File: config.mk
export PLATFORM = sky130hd
export DESIGN_NAME = weekly_alarm_match_table
export DESIGN_NICKNAME = d
export VERILOG_FILES = /design/src/hdl/wamt_pkg.sv /design/src/hdl/weekly_alarm_match_table.sv /design/src/hdl/wamt_cell.sv
export SDC_FILE = /design/constraint.sdc
export NUM_CORES = 1
export LEC_CHECK = 0
export BUFFER_PORTS_ARGS = -buffer_cell sky130_fd_sc_hd__buf_4
export CORE_MARGIN = 3
export CORE_UTILIZATION = 57
export CTS_CLUSTER_DIAMETER = 60
export DETAILED_ROUTE_END_ITERATION = 10
export GPL_TIMING_DRIVEN = 0
export PLACE_DENSITY = 0.84
export SETUP_SLACK_MARGIN = 0.02
export SLEW_MARGIN = 0
export SYNTH_ARGS = -nofsm -noshare
export SYNTH_HDL_FRONTEND = slang
export SYNTH_SLANG_ARGS = --single-unit
File: constraint.sdc
create_clock -name clk -period 9.36 [get_ports clk]
set_input_delay 2.808 -clock clk [delete_from_list [all_inputs] [get_ports clk]]
set_output_delay 2.808 -clock clk [all_outputs]
set_load 0.005 [all_outputs]
File: src/hdl/wamt_pkg.sv
// Package for the weekly alarm match table.
// Holds the opcodes, status codes, time limits, the query word type handed along the cell row and the table write type.
// No dependencies.
`default_nettype none

package wamt_pkg;

	localparam logic OP_ADD   = 1'b0;
	localparam logic OP_CHECK = 1'b1;

	localparam logic [1:0] ST_OK      = 2'd0;
	localparam logic [1:0] ST_INVALID = 2'd1;
	localparam logic [1:0] ST_FULL    = 2'd2;

	localparam logic [4:0] HOURS_PER_DAY    = 5'd24;
	localparam logic [5:0] MINUTES_PER_HOUR = 6'd60;

	// Query word moving one cell per cycle along the row while the row is not held.
	typedef struct packed {
		logic       valid;
		logic       check;
		logic [2:0] day;
		logic [4:0] hour;
		logic [5:0] minute;
		logic [1:0] status;
		logic       fired;
		logic [3:0] index;
	} wamt_token_t;

	// Table write broadcast to every cell; the cell at the fill position takes it.
	typedef struct packed {
		logic       en;
		logic [6:0] days;
		logic [4:0] hour;
		logic [5:0] minute;
	} wamt_write_t;

endpackage

`default_nettype wire

File: src/hdl/weekly_alarm_match_table.sv
// Weekly alarm match table: a row of MAX_ALARMS cells, one entry each.
// Every word runs the full row, one cell per cycle while the row is not held, and is then
// registered at the output; the next word is taken only after the previous one leaves the row.
// A result waiting at the output holds the row but not the input.
// Reset empties the table and the row; stored entries themselves are not cleared.
// Depends on wamt_pkg and wamt_cell.
`default_nettype none

module weekly_alarm_match_table
	import wamt_pkg::*;
#(
	parameter int MAX_ALARMS = 16
) (
	input  wire logic        clk,
	input  wire logic        arst_n,
	input  wire logic        s_tvalid,
	output logic             s_tready,
	// alarm_days[6:0], alarm_hour[11:7], alarm_minute[17:12],
	// now_weekday[20:18], now_hour[25:21], now_minute[31:26]
	input  wire logic [31:0] s_tdata,
	// opcode[0]
	input  wire logic        s_tuser,
	output logic             m_tvalid,
	input  wire logic        m_tready,
	// status[1:0], fired[2], fired_index[6:3], zero[7]
	output logic [7:0]       m_tdata
);

	localparam int CNT_W = $clog2(MAX_ALARMS + 1);
	localparam logic [CNT_W-1:0] FULL_COUNT = CNT_W'(MAX_ALARMS);

	logic [CNT_W-1:0] count_q;
	logic             busy_q;
	logic             accept;
	logic             advance;
	logic             out_load;
	logic             time_ok;
	logic [1:0]       add_status;
	logic [6:0]       in_days;
	logic [4:0]       in_ahour;
	logic [5:0]       in_amin;
	logic [2:0]       in_nday;
	logic [4:0]       in_nhour;
	logic [5:0]       in_nmin;
	logic [1:0]       status_q;
	logic             fired_q;
	logic [3:0]       index_q;
	wamt_write_t      wr;
	wamt_token_t      tok_head;
	wamt_token_t      chain [MAX_ALARMS+1];

	assign in_days  = s_tdata[6:0];
	assign in_ahour = s_tdata[11:7];
	assign in_amin  = s_tdata[17:12];
	assign in_nday  = s_tdata[20:18];
	assign in_nhour = s_tdata[25:21];
	assign in_nmin  = s_tdata[31:26];

	assign s_tready = !busy_q;
	assign accept   = s_tvalid && s_tready;

	assign time_ok = in_ahour < HOURS_PER_DAY && in_amin < MINUTES_PER_HOUR;
	always_comb begin
		if (!time_ok) begin
			add_status = ST_INVALID;
		end else if (count_q >= FULL_COUNT) begin
			add_status = ST_FULL;
		end else begin
			add_status = ST_OK;
		end
	end

	assign wr.en     = accept && s_tuser == OP_ADD && add_status == ST_OK;
	assign wr.days   = in_days;
	assign wr.hour   = in_ahour;
	assign wr.minute = in_amin;

	always_comb begin
		tok_head        = '0;
		tok_head.valid  = accept;
		tok_head.check  = s_tuser == OP_CHECK;
		tok_head.day    = in_nday;
		tok_head.hour   = in_nhour;
		tok_head.minute = in_nmin;
		tok_head.status = (s_tuser == OP_ADD) ? add_status : ST_OK;
	end

	assign chain[0] = tok_head;

	// Hold the row while its finished word cannot move to the output.
	assign advance  = !(chain[MAX_ALARMS].valid && m_tvalid && !m_tready);
	assign out_load = chain[MAX_ALARMS].valid && advance;

	for (genvar i = 0; i < MAX_ALARMS; i++) begin : g_cell
		wamt_cell #(
			.INDEX (i),
			.CNT_W (CNT_W)
		) u_cell (
			.clk     (clk),
			.arst_n  (arst_n),
			.advance (advance),
			.count   (count_q),
			.wr      (wr),
			.tok_in  (chain[i]),
			.tok_out (chain[i+1])
		);
	end

	always_ff @(posedge clk or negedge arst_n) begin
		if (!arst_n) begin
			count_q  <= '0;
			busy_q   <= 1'b0;
			m_tvalid <= 1'b0;
		end else begin
			if (wr.en) begin
				count_q <= count_q + 1'b1;
			end
			if (accept) begin
				busy_q <= 1'b1;
			end else if (out_load) begin
				busy_q <= 1'b0;
			end
			if (out_load) begin
				m_tvalid <= 1'b1;
			end else if (m_tready) begin
				m_tvalid <= 1'b0;
			end
		end
	end

	always_ff @(posedge clk) begin
		if (out_load) begin
			status_q <= chain[MAX_ALARMS].status;
			fired_q  <= chain[MAX_ALARMS].fired;
			index_q  <= chain[MAX_ALARMS].index;
		end
	end

	assign m_tdata = {1'b0, index_q, fired_q, status_q};

endmodule

`default_nettype wire

File: src/hdl/wamt_cell.sv
// One table entry of the weekly alarm match table, with its stage of the query row.
// Depends on wamt_pkg.
`default_nettype none

module wamt_cell
	import wamt_pkg::*;
#(
	parameter int INDEX = 0,
	parameter int CNT_W = 5
) (
	input  wire logic             clk,
	input  wire logic             arst_n,
	input  wire logic             advance,
	input  wire logic [CNT_W-1:0] count,
	input  wire wamt_write_t      wr,
	input  wire wamt_token_t      tok_in,
	output wamt_token_t           tok_out
);

	localparam logic [CNT_W-1:0] SLOT     = CNT_W'(INDEX);
	localparam logic [3:0]       CELL_IDX = 4'(INDEX);

	logic [6:0]  days_q;
	logic [4:0]  hour_q;
	logic [5:0]  minute_q;
	logic [7:0]  days_ext;
	logic        occupied;
	logic        hit;
	wamt_token_t tok_next;
	wamt_token_t tok_q;

	always_ff @(posedge clk) begin
		if (wr.en && count == SLOT) begin
			days_q   <= wr.days;
			hour_q   <= wr.hour;
			minute_q <= wr.minute;
		end
	end

	// Weekday 7 lands on the padding bit and never matches.
	assign days_ext = {1'b0, days_q};
	assign occupied = count > SLOT;
	assign hit = tok_in.valid && tok_in.check && occupied && days_ext[tok_in.day]
		&& hour_q == tok_in.hour && minute_q == tok_in.minute;

	always_comb begin
		tok_next = tok_in;
		if (hit) begin
			tok_next.fired = 1'b1;
			tok_next.index = CELL_IDX;
		end
	end

	always_ff @(posedge clk or negedge arst_n) begin
		if (!arst_n) begin
			tok_q <= '0;
		end else if (advance) begin
			tok_q <= tok_next;
		end
	end

	assign tok_out = tok_q;

endmodule

`default_nettype wire

* After elaboration in Yosys (flattened, before gate mapping)
Cells that the tools add are included.
Word-level totals: bits in registers 655, input port bits 37, word-level logic and storage cells 427
Cells by class: add/subtract/negate cells 1, $lt $le $gt $ge 35, equal/unequal tests 47, muxes and demuxes 55, bitwise operators 1, reductions and logical operators 110
Operator list (number):
- 1-bit logical AND | 103
- 6-bit equality test | 16
- 5-bit equality test | 16
- 5-bit two-way mux | 16
- 3-bit by 4-bit less-than comparator with 1-bit output (second input constant) | 16
- 1-bit binary-select mux with 3-bit select | 16
- 5-bit by 4-bit equality test with 1-bit output (second input constant) | 8
- 5-bit by 4-bit > comparator with 1-bit output (second input constant) | 8
- 5-bit by 3-bit equality test with 1-bit output (second input constant) | 4
- 5-bit by 3-bit > comparator with 1-bit output (second input constant) | 4
- 1-bit two-way mux | 20
- 5-bit by 2-bit equality test with 1-bit output (second input constant) | 2
- 5-bit by 1-bit > comparator with 1-bit output (second input constant) | 2
- 5-bit by 2-bit > comparator with 1-bit output (second input constant) | 2
- 6-bit less-than comparator (second input constant) | 1
- 2-bit two-way mux | 3
- 5-bit by 1-bit adder with 5-bit output (second input constant) | 1
- 5-bit by 1-bit equality test with 1-bit output (second input constant) | 1
- 5-bit greater-or-equal comparator (second input constant) | 1
- 5-bit zero test | 1
- 5-bit less-than comparator (second input constant) | 1
- 2-bit nonzero test | 2
- 1-bit zero test | 3
- 2-bit zero test | 1
- 1-bit NOT | 1

* Depth between registers and ports, before layout
depth after elaboration 8, gate-level depth with buffers 8, gate-level depth less buffers 7

* Modules after synthesis
From an unflattened synthesis, not the netlist that was laid out.
Second synthesis, totals: cells, all modules 1605, area, all modules 26683.1 µm²
Modules (own cells, without submodules):
- wamt_cell (g_cell[9].u_cell) | times used 1, cells each 104, area an instance 1665.3 µm², sequential area each 1116.1 µm²
- wamt_cell (g_cell[12].u_cell) | times used 1, cells each 97, area an instance 1660.3 µm², sequential area each 1116.1 µm²
- wamt_cell (g_cell[5].u_cell) | times used 1, cells each 100, area an instance 1641.6 µm², sequential area each 1116.1 µm²
- wamt_cell (g_cell[10].u_cell) | times used 1, cells each 99, area an instance 1637.8 µm², sequential area each 1116.1 µm²
- wamt_cell (g_cell[6].u_cell) | times used 1, cells each 96, area an instance 1636.6 µm², sequential area each 1116.1 µm²
- wamt_cell (g_cell[11].u_cell) | times used 1, cells each 98, area an instance 1635.3 µm², sequential area each 1116.1 µm²
- wamt_cell (g_cell[4].u_cell) | times used 1, cells each 98, area an instance 1630.3 µm², sequential area each 1116.1 µm²
- wamt_cell (g_cell[8].u_cell) | times used 1, cells each 99, area an instance 1630.3 µm², sequential area each 1116.1 µm²
- wamt_cell (g_cell[0].u_cell) | times used 1, cells each 96, area an instance 1629.1 µm², sequential area each 1116.1 µm²
- wamt_cell (g_cell[13].u_cell) | times used 1, cells each 99, area an instance 1625.3 µm², sequential area each 1116.1 µm²
- wamt_cell (g_cell[3].u_cell) | times used 1, cells each 96, area an instance 1621.6 µm², sequential area each 1116.1 µm²
- wamt_cell (g_cell[14].u_cell) | times used 1, cells each 96, area an instance 1619.1 µm², sequential area each 1116.1 µm²
- wamt_cell (g_cell[2].u_cell) | times used 1, cells each 98, area an instance 1616.6 µm², sequential area each 1116.1 µm²
- wamt_cell (g_cell[7].u_cell) | times used 1, cells each 97, area an instance 1616.6 µm², sequential area each 1116.1 µm²
- 3 more rows

* Least setup slack after synthesis
OpenSTA, ideal clock, no wires.
path kind input port to flip-flop, from input s_tdata[14], to register g_cell[10].u_cell.days_q[0] (enable), setup time 416 ps, data arrival time 5060 ps, required time 8944 ps, setup slack 3884 ps, stages on the path 6, cells stage by stage nand4_1 > nand2_1 > nor4_1 > clkbuf_1 > nand2_1 > nor3_1
On the way: cells in the longest elaborated chain, start to end 6
RTL lines:
- start: declaration | RTL line weekly_alarm_match_table.sv:20 | input wire logic [31:0] s_tdata,
- 6-bit less-than comparator | RTL line weekly_alarm_match_table.sv:62 | assign time_ok = in_ahour < HOURS_PER_DAY && in_amin < MINUTES_PER_HOUR;
- 1-bit logical AND | RTL line weekly_alarm_match_table.sv:62
- 2-bit two-way mux | RTL line weekly_alarm_match_table.sv:64 | if (!time_ok) begin
- 2-bit zero test | RTL line weekly_alarm_match_table.sv:73 | assign wr.en = accept && s_tuser == OP_ADD && add_status == ST_OK;
- 1-bit logical AND | RTL line weekly_alarm_match_table.sv:73
- 1-bit logical AND | RTL line wamt_cell.sv:33 | if (wr.en && count == SLOT) begin
- end signal: assignment | RTL line wamt_cell.sv:34 | days_q <= wr.days;
- end: declaration | RTL line wamt_cell.sv:23 | logic [6:0] days_q;
Every way passes these cells. A chain may end at the register's enable or synchronous reset.

* Worst setup path after layout
from input s_tdata[14], to register g_cell[13].u_cell.hour_q[0] (enable)
On the way: cells in the longest elaborated chain, start to end 6
RTL lines:
- 6-bit less-than comparator | RTL line weekly_alarm_match_table.sv:62
- 1-bit logical AND | RTL line weekly_alarm_match_table.sv:62
- 2-bit two-way mux | RTL line weekly_alarm_match_table.sv:64
- 2-bit zero test | RTL line weekly_alarm_match_table.sv:73
- 1-bit logical AND | RTL line weekly_alarm_match_table.sv:73
- 1-bit logical AND | RTL line wamt_cell.sv:33
- end signal: assignment | RTL line wamt_cell.sv:35 | hour_q <= wr.hour;
- end: declaration | RTL line wamt_cell.sv:24 | logic [4:0] hour_q;
Every way passes these cells.

==> qor.yml <==
outcome: "completed"
reg2reg_to: "g_cell[9].u_cell.tok_out[5]"
ys_ff_latch: 640
syn2layout_area_growth_pct: 12.6
final_max_slew_viol_count: 0
fin_crit_sh_pct: 56.9
core_area_mm2: 0.0433
numCtsBuffers: 58
synth.top_cells.by_area: "sky130_fd_sc_hd__edfxtp_1 (35%), sky130_fd_sc_hd__dfrtp_1 (34%), sky130_fd_sc_hd__nand2_1 (14%)"
portbufs: 45
hold_path_startpoint: "g_cell[15].u_cell.tok_out[4]"
finalWeightedCongestion: 0.856
grt_util_all_layers_pct: 27.5
detailedRoute.firstPassIterationCount: 5
post-synth-top-area-fraction_pct: 35.3
synth.net_count: 2191
detailedPlace.worstSlack_ns: 3.03
dpl.hpwl_um: 40300
finalClockSkew_ns: 0.0255
post-cts-setup-buffers: 0
cts-hold-fix-buffers: 0
setup_tns_ns: 0
floorplan.die.width_um: 216
master_cell_of_the_clock_root_buffer: "sky130_fd_sc_hd__clkbuf_16"
ys_async_sr_fraction_pct: 53.9
std_cell_rows: 76
setup.reg_to_reg.worst_slack_ns: 5.97
rr_startpoint: "g_cell[15].u_cell.tok_out[22]"
place_area_mm2: 0.0263
final_antenna_net_count: 0
worst_slew_margin_rel_pct: 13.0
pd_cells_mw_per_mm2: 200
routed_via_density: 5.82
gr-total-overflow: 0
drive_above_1_share_pct: 7.84
clock_sink_count: 640
fmax_mhz: 188
worst_hold_slack_ns: 0.458
grt_start_max_net_pins: 119
syn-instance-count: 2150
power.leakage_nw: 12.0
min_to: "fired_q"
final_design_area_no_fill_mm2: 0.0283
worstSkewPairLatency_ns: 0.60
min_path_cells: 0
synth.cell_area_mm2: 0.0251
clkSlewWorstSetupHoldPaths_ns: 0.06
h-tree-depth: 2
post-route-worst-setup-slack_ns: 4.03
grt_first_pass_wirelength_um: 98100
power.ir.vdd_worst_uv: 230
worstSetupEndpointType: "flop"
cp.required_ns: 9.56
rsz0062_at_grt: "no"
maxCapViolations: 0
worst_ep_arrival_time_ns: 5.53
top_level_ports: 47
critPathKind: "in2reg"
first_global_vias: 17100
worst-path-max-fanout: 18
worst-slew-pin-transition_ns: 1.30
drtIter0Drc: 2018
clock_tree_from_tritoncts: "built"
num_vias: 16800
antenna_violations_before_repair: 1
setup.worst_path.start_class: "input pin"
r2r_cells: 6
timing.hold.worst.class: "reg2reg"
cts_resized: 0
timing_hold_violations_final: 0
effective_utilization_at_floorplan_pct: 58.0
final_period_minus_worst_setup_slack_ns: 5.33
synthesis.area_per_instance_um2: 11.7
drcViolationCount: 0
critical_path.startpoint: "s_tdata[14]"
drt-wirelength-per-cell_um: 22.0
drt-total-wl_um: 63800
synth-edff-count: 295
synth.lib_cells_used.distinct: 45
yosysSeqAreaShare_pct: 69.7
diodes: 0
height_of_the_die_um: 216
yosys_warnings: 0
die_area_mm2: 0.0466
synth_top_cell_by_area: "sky130_fd_sc_hd__edfxtp_1"
synth_ff_type: "sky130_fd_sc_hd__dfrtp_1"
setup_viol_count_final: 0
cts-root-to-sink-buffers: 3
fin_nets: 2302
utilization_pct: 65.3
==> through the flow <==
stage,total power [mW],cells
after floorplan,3.19,2150
after CTS,5.64,2895
after global routing,5.78,2895
final,5.65,2895
after global placement,3.30,2780
after detailed placement,3.32,2786
==> metal layers <==
metal / part of all wire (%) / vias up / global-route usage, %
met4: 4.2 / 0 / 10.6
met1: 37 / 8332 / 37.3
met5: 0 / - / 0
met2: 48 / 908 / 45.1
met3: 10 / 204 / 4.87
li1: - / 7395 / -
==> flip-flops by register name, summed over array words and instances (netlist names) <==
register                count
g_cell.u_cell.tok_out     338
g_cell.u_cell.days_q      112
fired_q                     1
status_q                    2
g_cell.u_cell.minute_q     96
busy_q                      1
count_q                     5
g_cell.u_cell.hour_q       80
index_q                     4
m_tvalid                    1
==> worst max path at each step <==
stage | endpoint | slack (ns) | depth (start not counted)
after floorplan | g_cell[10].u_cell.days_q[0] | 3.88 | 6
after CTS | g_cell[14].u_cell.days_q[4] | 3.66 | 7
after global placement | g_cell[1].u_cell.tok_out[19] | 2.33 | 1
after global routing | g_cell[2].u_cell.minute_q[1] | 3.69 | 7
final | g_cell[13].u_cell.hour_q[0] | 4.03 | 7
after detailed placement | g_cell[14].u_cell.minute_q[3] | 3.03 | 7
==> layout make-up <==
class | count | area, um^2
plain buffers | 86 | 337
clock buffers | 87 | 1740
clock inverters | 22 | 175
fillers | 2971 | 15000
inverters | 9 | 33.8
multi-input cells | 1415 | 7270
flip-flops and latches | 640 | 17500
well taps | 585 | 732
repair buffers | 51 | 465
==> report_power, final <==
group | switching [mW] | internal [mW] | leakage, nW
Clock | 1.03 | 1.34 | 0.949
Sequential | 0.0695 | 3.00 | 6.90
Combinational | 0.131 | 0.0708 | 4.13
==> layout by cell type (no fill, tap or decap), types with 5 or more instances in the layout <==
master	Yosys	routed
sky130_fd_sc_hd__edfxtp_1	295	295
sky130_fd_sc_hd__dfrtp_1	345	345
sky130_fd_sc_hd__mux4_2	14	14
sky130_fd_sc_hd__buf_4	3	47
sky130_fd_sc_hd__clkbuf_16	0	59
sky130_fd_sc_hd__or4_1	5	5
sky130_fd_sc_hd__nand3_1	54	54
sky130_fd_sc_hd__o21ai_0	28	28
sky130_fd_sc_hd__mux2i_1	19	19
sky130_fd_sc_hd__inv_1	9	9
sky130_fd_sc_hd__nand4_1	28	28
sky130_fd_sc_hd__o211ai_1	15	15
sky130_fd_sc_hd__nand2_1	938	938
sky130_fd_sc_hd__clkinv_2	0	11
sky130_fd_sc_hd__xor2_1	82	82
sky130_fd_sc_hd__nor3_1	9	6
sky130_fd_sc_hd__a21oi_1	9	9
sky130_fd_sc_hd__a21boi_0	11	11
sky130_fd_sc_hd__buf_1	5	5
sky130_fd_sc_hd__clkbuf_1	76	88
sky130_fd_sc_hd__xnor2_1	97	97
sky130_fd_sc_hd__nand3b_1	18	18
sky130_fd_sc_hd__nor2_1	20	10
sky130_fd_sc_hd__o2111ai_1	6	6
sky130_fd_sc_hd__nor4_1	22	22
sky130_fd_sc_hd__nor2_2	0	10
sky130_fd_sc_hd__clkbuf_8	0	16
==> cell families (layout without fill, tap and decap cells) <==
logic type	count (synthesis)	after routing	share of synthesized area (%)
AO/OA/AOI/OAI	84	84	2.22
XOR/XNOR	179	179	6.25
adder cells (fa/ha/maj)	4	4	0.199
buffers and inverters	95	255	1.48
flip-flops	640	640	69.7
multiplexers	34	34	2.06
other	1	1	0.0149
AND/OR/NAND/NOR	1113	1113	18.1
==> Yosys cell counts (4+ instances only) <==
library cell / instances
sky130_fd_sc_hd__a21boi_0: 11
sky130_fd_sc_hd__inv_1: 9
sky130_fd_sc_hd__or4_1: 5
sky130_fd_sc_hd__mux4_2: 14
sky130_fd_sc_hd__nand3b_1: 18
sky130_fd_sc_hd__nand2b_1: 4
sky130_fd_sc_hd__nor2_1: 20
sky130_fd_sc_hd__a21oi_1: 9
sky130_fd_sc_hd__mux2i_1: 19
sky130_fd_sc_hd__clkbuf_1: 76
sky130_fd_sc_hd__nand3_1: 54
sky130_fd_sc_hd__nand2_1: 938
sky130_fd_sc_hd__o21ai_0: 28
sky130_fd_sc_hd__nand4_1: 28
sky130_fd_sc_hd__nor4_1: 22
sky130_fd_sc_hd__nor3_1: 9
sky130_fd_sc_hd__o211ai_1: 15
sky130_fd_sc_hd__buf_1: 5
sky130_fd_sc_hd__xor2_1: 82
sky130_fd_sc_hd__xnor2_1: 97
sky130_fd_sc_hd__dfrtp_1: 345
sky130_fd_sc_hd__ha_1: 4
sky130_fd_sc_hd__o2111ai_1: 6
sky130_fd_sc_hd__edfxtp_1: 295
==> critical path: stages <==
cell                       delay [ns]
sky130_fd_sc_hd__buf_4           0.24
sky130_fd_sc_hd__nand4_1         0.16
sky130_fd_sc_hd__nand2_1         0.12
sky130_fd_sc_hd__nor4_1          0.55
sky130_fd_sc_hd__clkbuf_1        0.54
sky130_fd_sc_hd__nand3_1         0.27
sky130_fd_sc_hd__nor2_2          0.80
No activity file was read; power rests on OpenSTA's default activity.
